File: config.mk
export PLATFORM = sky130hd
export DESIGN_NAME = radial_flow_key_shader_core
export DESIGN_NICKNAME = d
export VERILOG_FILES = /design/src/hw/rtl/rfks_pkg.sv /design/src/hw/rtl/radial_flow_key_shader_core.sv /design/src/hw/rtl/rfks_mul.sv /design/src/hw/rtl/rfks_div.sv
export VERILOG_INCLUDE_DIRS = /design/src /design/src/hw/rtl
export SDC_FILE = /design/constraint.sdc
export NUM_CORES = 2
export LEC_CHECK = 0
export BUFFER_PORTS_ARGS = -buffer_cell sky130_fd_sc_hd__buf_4
export CAP_MARGIN = 30
export CORE_MARGIN = 5
export CORE_UTILIZATION = 45
export CTS_CLUSTER_SIZE = 8
export DETAILED_ROUTE_END_ITERATION = 8
export SYNTH_ARGS = -nofsm -noshare
export SYNTH_HDL_FRONTEND = slang
export SYNTH_SLANG_ARGS = --single-unit
File: constraint.sdc
create_clock -name clk -period 22.7 [get_ports clk]
set_input_delay 2.27 -clock clk [delete_from_list [all_inputs] [get_ports clk]]
set_output_delay 2.27 -clock clk [all_outputs]
set_load 0.01 [all_outputs]
File: src/hw/rtl/radial_flow_key_shader_core_assert.svh
// Assertion macros for the radial flow key shader.
`ifndef RADIAL_FLOW_KEY_SHADER_CORE_ASSERT_SVH
`define RADIAL_FLOW_KEY_SHADER_CORE_ASSERT_SVH
`ifndef SYNTHESIS
`define RFKS_ASSERT_IMPL(label, clk, rst_n, prop) \
  label: assert property (@(posedge clk) disable iff (!rst_n) prop) \
    else $error("assertion failed");
`define RFKS_ASSERT_NORST(label, clk, prop) \
  label: assert property (@(posedge clk) prop) else $error("assertion failed");
`else
`define RFKS_ASSERT_IMPL(label, clk, rst_n, prop)
`define RFKS_ASSERT_NORST(label, clk, prop)
`endif
`endif

File: src/hw/rtl/rfks_pkg.sv
package rfks_pkg;
  localparam int unsigned WordW = 32;
  localparam int unsigned NumRegs = 5;
  localparam logic [2:0] RegFlowSpeed = 3'd0;
  localparam logic [2:0] RegAxisScales = 3'd1;
  localparam logic [2:0] RegCentreMethod = 3'd2;
  localparam logic [2:0] RegColourScales = 3'd3;
  localparam logic [2:0] RegRingShape = 3'd4;
  localparam logic [1:0] MethodManhattan = 2'd0;
  localparam logic [1:0] MethodMaximum = 2'd1;
  localparam logic [1:0] MethodRoot = 2'd2;

  // Start/busy pair between the sequencer and a serial unit.
  typedef struct packed {
    logic start;
    logic busy;
  } unit_ctl_t;
endpackage

File: src/hw/rtl/radial_flow_key_shader_core.sv
// Words are shaded one at a time. The root method adds two squarings and up to ROOT_ROUNDS
// Newton rounds of one divide each, and a ring fade adds a multiply and a divide.
// The next word is accepted in the cycle after the result is loaded into the output register.
// Each product is formed on the shared bit-serial multiplier and each quotient on the
// shared bit-serial divider.
// Reset (synchronous, rst_n low) clears the configuration registers, the sequencer and out_valid.
`include "radial_flow_key_shader_core_assert.svh"
module radial_flow_key_shader_core #(
  parameter int unsigned ROOT_ROUNDS = 16
) (
  input  logic        clk,
  input  logic        rst_n,
  input  logic        in_valid,
  output logic        in_stall,
  input  logic [31:0] in_time_stamp,
  input  logic [15:0] in_key_x,
  input  logic [15:0] in_key_y,
  output logic        out_valid,
  input  logic        out_stall,
  output logic [15:0] out_colour_position,
  output logic [7:0]  out_ring_alpha,
  output logic        out_alpha_applies,
  input  logic        cfg_we,
  input  logic [2:0]  cfg_index,
  input  logic [31:0] cfg_data
);
  localparam int unsigned RoundW = $clog2(ROOT_ROUNDS + 1);

  typedef enum logic [4:0] {
    S_IDLE, S_TV, S_TVW, S_DX, S_DXW, S_DY, S_DYW, S_MIX,
    S_SQX, S_SQXW, S_SQY, S_SQYW, S_RDIV, S_RDIVW, S_RSTEP,
    S_CD, S_CDW, S_CT, S_CTW, S_RING, S_FMUL, S_FMULW, S_FDIV, S_FDIVW, S_OUT
  } state_t;

  state_t state_r;
  logic [31:0] flow_r, axis_r, cm_r, cs_r, ring_r;
  logic [31:0] ts_r, tval_r, dx_r, dy_r, dist_r, acc_r, guess_r, cpos_r;
  logic [15:0] kx_r, ky_r;
  logic [63:0] rnum_r;
  logic [RoundW-1:0] round_r;
  logic [7:0] alpha_r;
  logic [15:0] ocp_r;
  logic [7:0]  oal_r;
  logic        oap_r, ovalid_r;

  logic        mstart, mbusy, dstart, dbusy;
  logic [31:0] ma, mb, mprod, dquo, dden;
  logic [63:0] dnum;

  rfks_mul u_mul (.clk, .rst_n, .start(mstart), .a(ma), .b(mb),
                  .busy(mbusy), .prod(mprod));
  rfks_div u_div (.clk, .rst_n, .start(dstart), .num(dnum), .den(dden),
                  .busy(dbusy), .quo(dquo));

  // Field decodes of the configuration registers.
  logic [1:0]  method;
  logic [31:0] ring_point, ring_width, fade_span, off, mag, nextg, step;
  logic [15:0] dxo, dyo, dxm, dym;
  assign method     = cm_r[1:0];
  assign ring_point = {ring_r[31:16], 8'd0};
  assign ring_width = {12'd0, ring_r[15:8], 12'd0};
  assign fade_span  = {14'd0, ring_r[6:1], 12'd0};
  assign off  = dist_r + ring_point - tval_r;
  assign mag  = off[31] ? (32'd0 - off) : off;
  assign dxo  = kx_r - {cm_r[31:17], 1'b0};
  assign dyo  = ky_r - {cm_r[16:2], 1'b0};
  // The magnitude of -32768 wraps to 0x8000 in 16 bits, which is correct.
  assign dxm  = dxo[15] ? (16'd0 - dxo) : dxo;
  assign dym  = dyo[15] ? (16'd0 - dyo) : dyo;
  assign nextg = {1'b0, guess_r[31:1]} + dquo;
  assign step  = nextg - guess_r;

  always_comb begin
    mstart = 1'b0;
    dstart = 1'b0;
    ma = 32'd0;
    mb = 32'd0;
    dnum = 64'd0;
    dden = 32'd1;
    case (state_r)
      S_TV:   begin mstart = 1'b1; ma = ts_r; mb = flow_r; end
      S_DX:   begin mstart = 1'b1; ma = {16'd0, dxm}; mb = {8'd0, axis_r[31:16], 8'd0}; end
      S_DY:   begin mstart = 1'b1; ma = {16'd0, dym}; mb = {8'd0, axis_r[15:0], 8'd0}; end
      S_SQX:  begin mstart = 1'b1; ma = dx_r; mb = dx_r; end
      S_SQY:  begin mstart = 1'b1; ma = dy_r; mb = dy_r; end
      S_RDIV: begin dstart = 1'b1; dnum = rnum_r; dden = guess_r; end
      S_CD:   begin mstart = 1'b1; ma = dist_r; mb = {16'd0, cs_r[15:0]}; end
      S_CT:   begin mstart = 1'b1; ma = tval_r; mb = {16'd0, cs_r[31:16]}; end
      S_FMUL: begin mstart = 1'b1; ma = mag - ring_width; mb = 32'd255; end
      S_FDIV: begin dstart = 1'b1; dnum = {32'd0, acc_r}; dden = fade_span; end
      default: ;
    endcase
  end

  assign in_stall = (state_r != S_IDLE);

  always_ff @(posedge clk) begin
    if (!rst_n) begin
      state_r  <= S_IDLE;
      ovalid_r <= 1'b0;
      flow_r <= 32'd0; axis_r <= 32'd0; cm_r <= 32'd0; cs_r <= 32'd0; ring_r <= 32'd0;
    end else begin
      if (cfg_we) begin
        case (cfg_index)
          rfks_pkg::RegFlowSpeed:    flow_r <= cfg_data;
          rfks_pkg::RegAxisScales:   axis_r <= cfg_data;
          rfks_pkg::RegCentreMethod: cm_r   <= cfg_data;
          rfks_pkg::RegColourScales: cs_r   <= cfg_data;
          rfks_pkg::RegRingShape:    ring_r <= cfg_data;
          default: ;
        endcase
      end
      // A finished word enters the output register when it is empty or being taken.
      if (state_r == S_OUT && (!ovalid_r || !out_stall)) ovalid_r <= 1'b1;
      else if (ovalid_r && !out_stall) ovalid_r <= 1'b0;
      case (state_r)
        S_IDLE: if (in_valid) begin
          ts_r <= in_time_stamp; kx_r <= in_key_x; ky_r <= in_key_y;
          state_r <= S_TV;
        end
        S_TV:  state_r <= S_TVW;
        S_TVW: if (!mbusy) begin tval_r <= {16'd0, mprod[31:16]}; state_r <= S_DX; end
        S_DX:  state_r <= S_DXW;
        S_DXW: if (!mbusy) begin dx_r <= {8'd0, mprod[31:8]}; state_r <= S_DY; end
        S_DY:  state_r <= S_DYW;
        S_DYW: if (!mbusy) begin dy_r <= {8'd0, mprod[31:8]}; state_r <= S_MIX; end
        S_MIX: begin
          case (method)
            rfks_pkg::MethodManhattan: begin dist_r <= dx_r + dy_r; state_r <= S_CD; end
            rfks_pkg::MethodMaximum: begin
              dist_r <= (dx_r > dy_r) ? dx_r : dy_r; state_r <= S_CD;
            end
            rfks_pkg::MethodRoot: state_r <= S_SQX;
            default: begin dist_r <= 32'd0; state_r <= S_CD; end
          endcase
        end
        S_SQX:  state_r <= S_SQXW;
        S_SQXW: if (!mbusy) begin acc_r <= {16'd0, mprod[31:16]}; state_r <= S_SQY; end
        S_SQY:  state_r <= S_SQYW;
        S_SQYW: if (!mbusy) begin
          // Sum of squares, then the root's first guess, raised to one if zero.
          rnum_r  <= {17'd0, acc_r + {16'd0, mprod[31:16]}, 15'd0};
          guess_r <= ((acc_r + {16'd0, mprod[31:16]}) >> 1) == 32'd0 ? 32'd1
                     : ((acc_r + {16'd0, mprod[31:16]}) >> 1);
          round_r <= '0;
          state_r <= S_RDIV;
        end
        S_RDIV:  state_r <= S_RDIVW;
        S_RDIVW: if (!dbusy) state_r <= S_RSTEP;
        S_RSTEP: begin
          dist_r <= nextg;
          if (step <= 32'd32766 || step >= 32'hFFFF8001 ||
              round_r == RoundW'(ROOT_ROUNDS - 1)) begin
            state_r <= S_CD;
          end else begin
            guess_r <= (nextg == 32'd0) ? 32'd1 : nextg;
            round_r <= round_r + RoundW'(1);
            state_r <= S_RDIV;
          end
        end
        S_CD:  state_r <= S_CDW;
        S_CDW: if (!mbusy) begin cpos_r <= {8'd0, mprod[31:8]}; state_r <= S_CT; end
        S_CT:  state_r <= S_CTW;
        S_CTW: if (!mbusy) begin
          cpos_r <= cpos_r + {8'd0, mprod[31:8]}; state_r <= S_RING;
        end
        S_RING: begin
          if (ring_width == 32'd0) begin
            alpha_r <= 8'd0; state_r <= S_OUT;
          end else if (mag <= ring_width) begin
            alpha_r <= 8'd255; state_r <= S_OUT;
          end else if (fade_span != 32'd0 && mag <= ring_width + fade_span) begin
            state_r <= S_FMUL;
          end else begin
            alpha_r <= 8'd0; state_r <= S_OUT;
          end
        end
        S_FMUL:  state_r <= S_FMULW;
        S_FMULW: if (!mbusy) begin acc_r <= mprod; state_r <= S_FDIV; end
        S_FDIV:  state_r <= S_FDIVW;
        S_FDIVW: if (!dbusy) begin alpha_r <= dquo[7:0]; state_r <= S_OUT; end
        S_OUT: if (!ovalid_r || !out_stall) begin
          // The output register frees the sequencer while the word waits.
          ocp_r <= cpos_r[15:0]; oal_r <= alpha_r; oap_r <= (ring_width != 32'd0);
          state_r <= S_IDLE;
        end
        default: state_r <= S_IDLE;
      endcase
    end
  end

  assign out_valid = ovalid_r;
  assign out_colour_position = ocp_r;
  assign out_ring_alpha = oal_r;
  assign out_alpha_applies = oap_r;

  `RFKS_ASSERT_IMPL(a_no_accept_busy, clk, rst_n, (state_r != S_IDLE) |-> in_stall)
  `RFKS_ASSERT_IMPL(a_out_hold, clk, rst_n, (out_valid && out_stall) |=> out_valid)
  `RFKS_ASSERT_IMPL(a_units_excl, clk, rst_n, !(mbusy && dbusy))
  `RFKS_ASSERT_NORST(a_reset_idle, clk, !rst_n |=> !out_valid)
endmodule

File: src/hw/rtl/rfks_mul.sv
// Shift-and-add multiplier, one multiplier bit per cycle, product mod 2^32.
module rfks_mul (
  input  logic        clk,
  input  logic        rst_n,
  input  logic        start,
  input  logic [31:0] a,
  input  logic [31:0] b,
  output logic        busy,
  output logic [31:0] prod
);
  logic [31:0] a_r, b_r, acc_r;
  logic [5:0]  cnt_r;
  logic        busy_r;

  always_ff @(posedge clk) begin
    if (!rst_n) begin
      busy_r <= 1'b0;
      cnt_r  <= 6'd0;
    end else if (start) begin
      busy_r <= 1'b1;
      cnt_r  <= 6'd0;
      a_r    <= a;
      b_r    <= b;
      acc_r  <= 32'd0;
    end else if (busy_r) begin
      if (b_r[0]) acc_r <= acc_r + a_r;
      a_r   <= {a_r[30:0], 1'b0};
      b_r   <= {1'b0, b_r[31:1]};
      cnt_r <= cnt_r + 6'd1;
      if (cnt_r == 6'd31) busy_r <= 1'b0;
    end
  end
  assign busy = busy_r;
  assign prod = acc_r;
endmodule

File: src/hw/rtl/rfks_div.sv
// Restoring divider, one quotient bit per cycle, 64-bit dividend by 32-bit divisor.
// Only the low 32 quotient bits are kept.
module rfks_div (
  input  logic        clk,
  input  logic        rst_n,
  input  logic        start,
  input  logic [63:0] num,
  input  logic [31:0] den,
  output logic        busy,
  output logic [31:0] quo
);
  logic [63:0] n_r;
  logic [32:0] rem_r;
  logic [31:0] d_r, q_r;
  logic [6:0]  cnt_r;
  logic        busy_r;
  logic [32:0] trial;

  assign trial = {rem_r[31:0], n_r[63]} - {1'b0, d_r};

  always_ff @(posedge clk) begin
    if (!rst_n) begin
      busy_r <= 1'b0;
      cnt_r  <= 7'd0;
    end else if (start) begin
      busy_r <= 1'b1;
      cnt_r  <= 7'd0;
      n_r    <= num;
      d_r    <= den;
      rem_r  <= 33'd0;
      q_r    <= 32'd0;
    end else if (busy_r) begin
      // The remainder stays below the divisor, so 33 bits suffice.
      if (!trial[32]) rem_r <= trial;
      else rem_r <= {rem_r[31:0], n_r[63]};
      q_r   <= {q_r[30:0], ~trial[32]};
      n_r   <= {n_r[62:0], 1'b0};
      cnt_r <= cnt_r + 7'd1;
      if (cnt_r == 7'd63) busy_r <= 1'b0;
    end
  end
  assign busy = busy_r;
  assign quo  = q_r;
endmodule

==> results.md <==
* Largest family of logic cells by synthesized area: compound AO/OA/AOI/OAI gates
* P_int at 2.86 mW
* Post-Synth Adder-Cell Area at 0.0924
* Die Width at 330 um
* TritonCTS clock tree: done
* Placement Rows at 117
* Yosys cell types at 100
* Post-synth EDFFs at 566
* Finished Core Util at 0.509
* Vias per Instance at 5.88
* RSZ-0062 raised after global routing: false
* Syn Area/Cell at 9.76 sq um
* Post-Synth Simple-Gate Area at 0.154
* Nets@finish at 5267
* Setup bufs post-CTS at 0
* Post-CTS sizing at 0
* Core Area at 0.102 sq mm
* Setup CP Type: reg -> reg
* Max transition margin at 0.372
* Maximum vdd drop at 0.0000874 V
* Post-synthesis compound-gate area fraction at 0.191
* Clock skew at 39.7 ps
* Synth area leader: edfxtp_1
* Xor and xnor fraction of the mapped netlist area at 0.0575
* # DRC at 0
* Worst slew pin tran at 942 ps
* Syn. warnings at 0
* Hold-critical path depth at 0
* P_leak at 19.7 nW
* Register area share after synthesis at 0.447
* Synthesis-to-layout area growth at 12.4%
* Count of final hold-check violations at 0
* TNS Setup at 0 ps
* CP required at 23250 ps
* Async SR Flop Fraction at 0
* Mux cell area share after synthesis at 0.0152
* Most frequent cells in the layout: nand2_1 (571), edfxtp_1 (566), nor2_1 (340)
* Clock Tree Root: clkbuf_16
* PD cells at 82.1 mW/mm^2
* Fmax at 140 MHz
* Die H at 330 um
* Max cap viols at 0
* Clock share of power at 0.343
* Slew Limit Fails at 0
* CP startpoint kind: flip-flop
* Total wire length at 150000 um
* CP Capture Type: flip-flop
* Die area at 0.109 sq mm
* DR iter-0 viols at 3578
* Aggregate global-route resource usage at 0.270
* Initial Utilization at 0.453
* Global-route wire length before repair at 224000 um
* Total power at 4.25 mW
* Top_reg_cell synth: edfxtp_1
* Fin crit share at 0.315
* Worst skew pair latency at 700 ps
* Sequential share of power at 0.400
* Syn nets at 5153
* Synth top area share at 0.369
* Remaining Overflow, GRT at 0
* Final ANT Viol Nets at 0
* Ports at 131
* Worst-path clk slew at 60 ps
* # clock sinks at 745
* Largest Register: u_div.n_r
* Worst Hold Class: reg -> reg
* Number of global-route vias before repair at 35600
* DR vias at 36800
* Final min period at 7140 ps
* Fraction of layout cells with a size suffix above 1 at 0.0860
* Cts bufs inserted at 104
* Post-synthesis cell area at 0.0461 sq mm
* Synth Instances at 4721
* FF+latch count, synth at 745
* Pin count of the biggest net entering global routing at 98
* Buffers added on ports at 130
* WL per Instance at 23.9 um
* Worst reg2reg path depth at 26
* Drt pass-1 iters at 9
* DP HPWL at 112000 um
* CTS Hold Buffers Added at 0
* Most common cell after layout, fill and taps aside: nand2_1
* Initial antenna violation count at 6
* H-tree depth at 3
* Max reg flops at 64
* Crit path DAT at 7690 ps
* Maximum root-to-sink buffer count at 3
* Status: finished, final reports clean
* Switching power total at 1.38 mW
* Gpl congestion at 0.956
* # setup viols final at 0
* Ranking of synthesized cells by area: edfxtp_1 (37%), ha_1 (8.4%), dfxtp_1 (7.8%)
* Fillers at 9346
* Comb pwr share at 0.257
* Net Sw Frac at 0.326
* Crit path max fanout at 11
-- per-layer routing --
metal | global-route usage | vias to the layer above | share of wire
li1 | - | 17400 | -
met1 | 0.366 | 17900 | 0.43
met3 | 0.0311 | 244 | 0.059
met4 | 0.109 | 0 | 0.045
met5 | 0 | - | 0
met2 | 0.445 | 1272 | 0.46
-- cells by family after synthesis --
group / count (synthesis)
buffers and inverters: 526
multiplexers: 67
XOR/XNOR: 299
flip-flops: 745
AND/OR/NAND/NOR: 1509
AO/OA/AOI/OAI: 1247
adder cells (fa/ha/maj): 328
-- through the flow --
step                area [sq um]  setup slack (ps)  cells  hold WS [ps]
floorplan                  46100              9720   4721           400
global route               51800             14890   6263           427
CTS                        51700             15630   6262           425
detailed placement         48700             15610   6096           412
global placement           48700             15320   6095           405
finish                     51800             15560   6264           424
-- cells in the mapped netlist, drive strengths merged (34+ instances only) --
library cell	number
a21boi	179
a21o	100
a21oi	239
a222oi	49
a22o	52
a22oi	45
a31oi	44
and2	102
and3	34
clkbuf	162
dfxtp	179
edfxtp	566
ha	308
inv	334
mux2i	44
nand2	572
nand2b	40
nand3	66
nand4	47
nor2	354
nor2b	52
nor3	101
o211ai	39
o21a	43
o21ai	179
o21bai	38
xnor2	182
xor2	117
-- power groups by stage --
stage                     Combinational (mW)  Clock (mW)  Sequential (mW)
after CTS                               1.08        1.48             1.70
after detailed placement                1.08           0             1.72
after global placement                  1.07           0             1.72
final                                   1.09        1.46             1.70
after global routing                    1.19        1.54             1.70
after floorplan                        0.726           0             1.68
-- final timing paths --
check / end / slack, ps / from
worst max-delay path: u_mul.a_r[31] / 15560 / tval_r[12]
worst min-delay path: out_ring_alpha[0] / 420 / alpha_r[0]
worst max register to register: u_mul.a_r[31] / 15560 / tval_r[12]
worst min register to register: out_ring_alpha[0] / 420 / alpha_r[0]
-- worst max-delay path: stages (launching register included) --
cell and delay (ps):
edfxtp_1 420, fa_1 550, inv_1 50, ha_1 410, a22o_1 230, or2_0 210
or2_1 280, o2111a_1 280, o31ai_1 410, nand3_1 190, nand2_1 480, a21oi_1 110
xnor2_1 320, ha_1 310, nor2b_1 130, o21ai_0 190, a21boi_0 150, o21ai_0 170
nand2b_1 110, a21o_1 190, a21o_1 190, a21o_1 220, a2111oi_4 440, nand2_2 140
or4_1 470, mux2_2 270, nand2_1 70
-- area by class of cell --
type	count	area [sq um]	area share
clock inverter	8	168	0.00324
antenna	1	2.50	0.0000483
inverter	335	1260	0.0243
timing repair buffer	199	1530	0.0296
clock buffer	158	2830	0.0546
sequential	745	20600	0.398
tap	1368	1710	0.0331
multi-input combinational	3450	23700	0.458
Power figures use the tool's default switching activity.
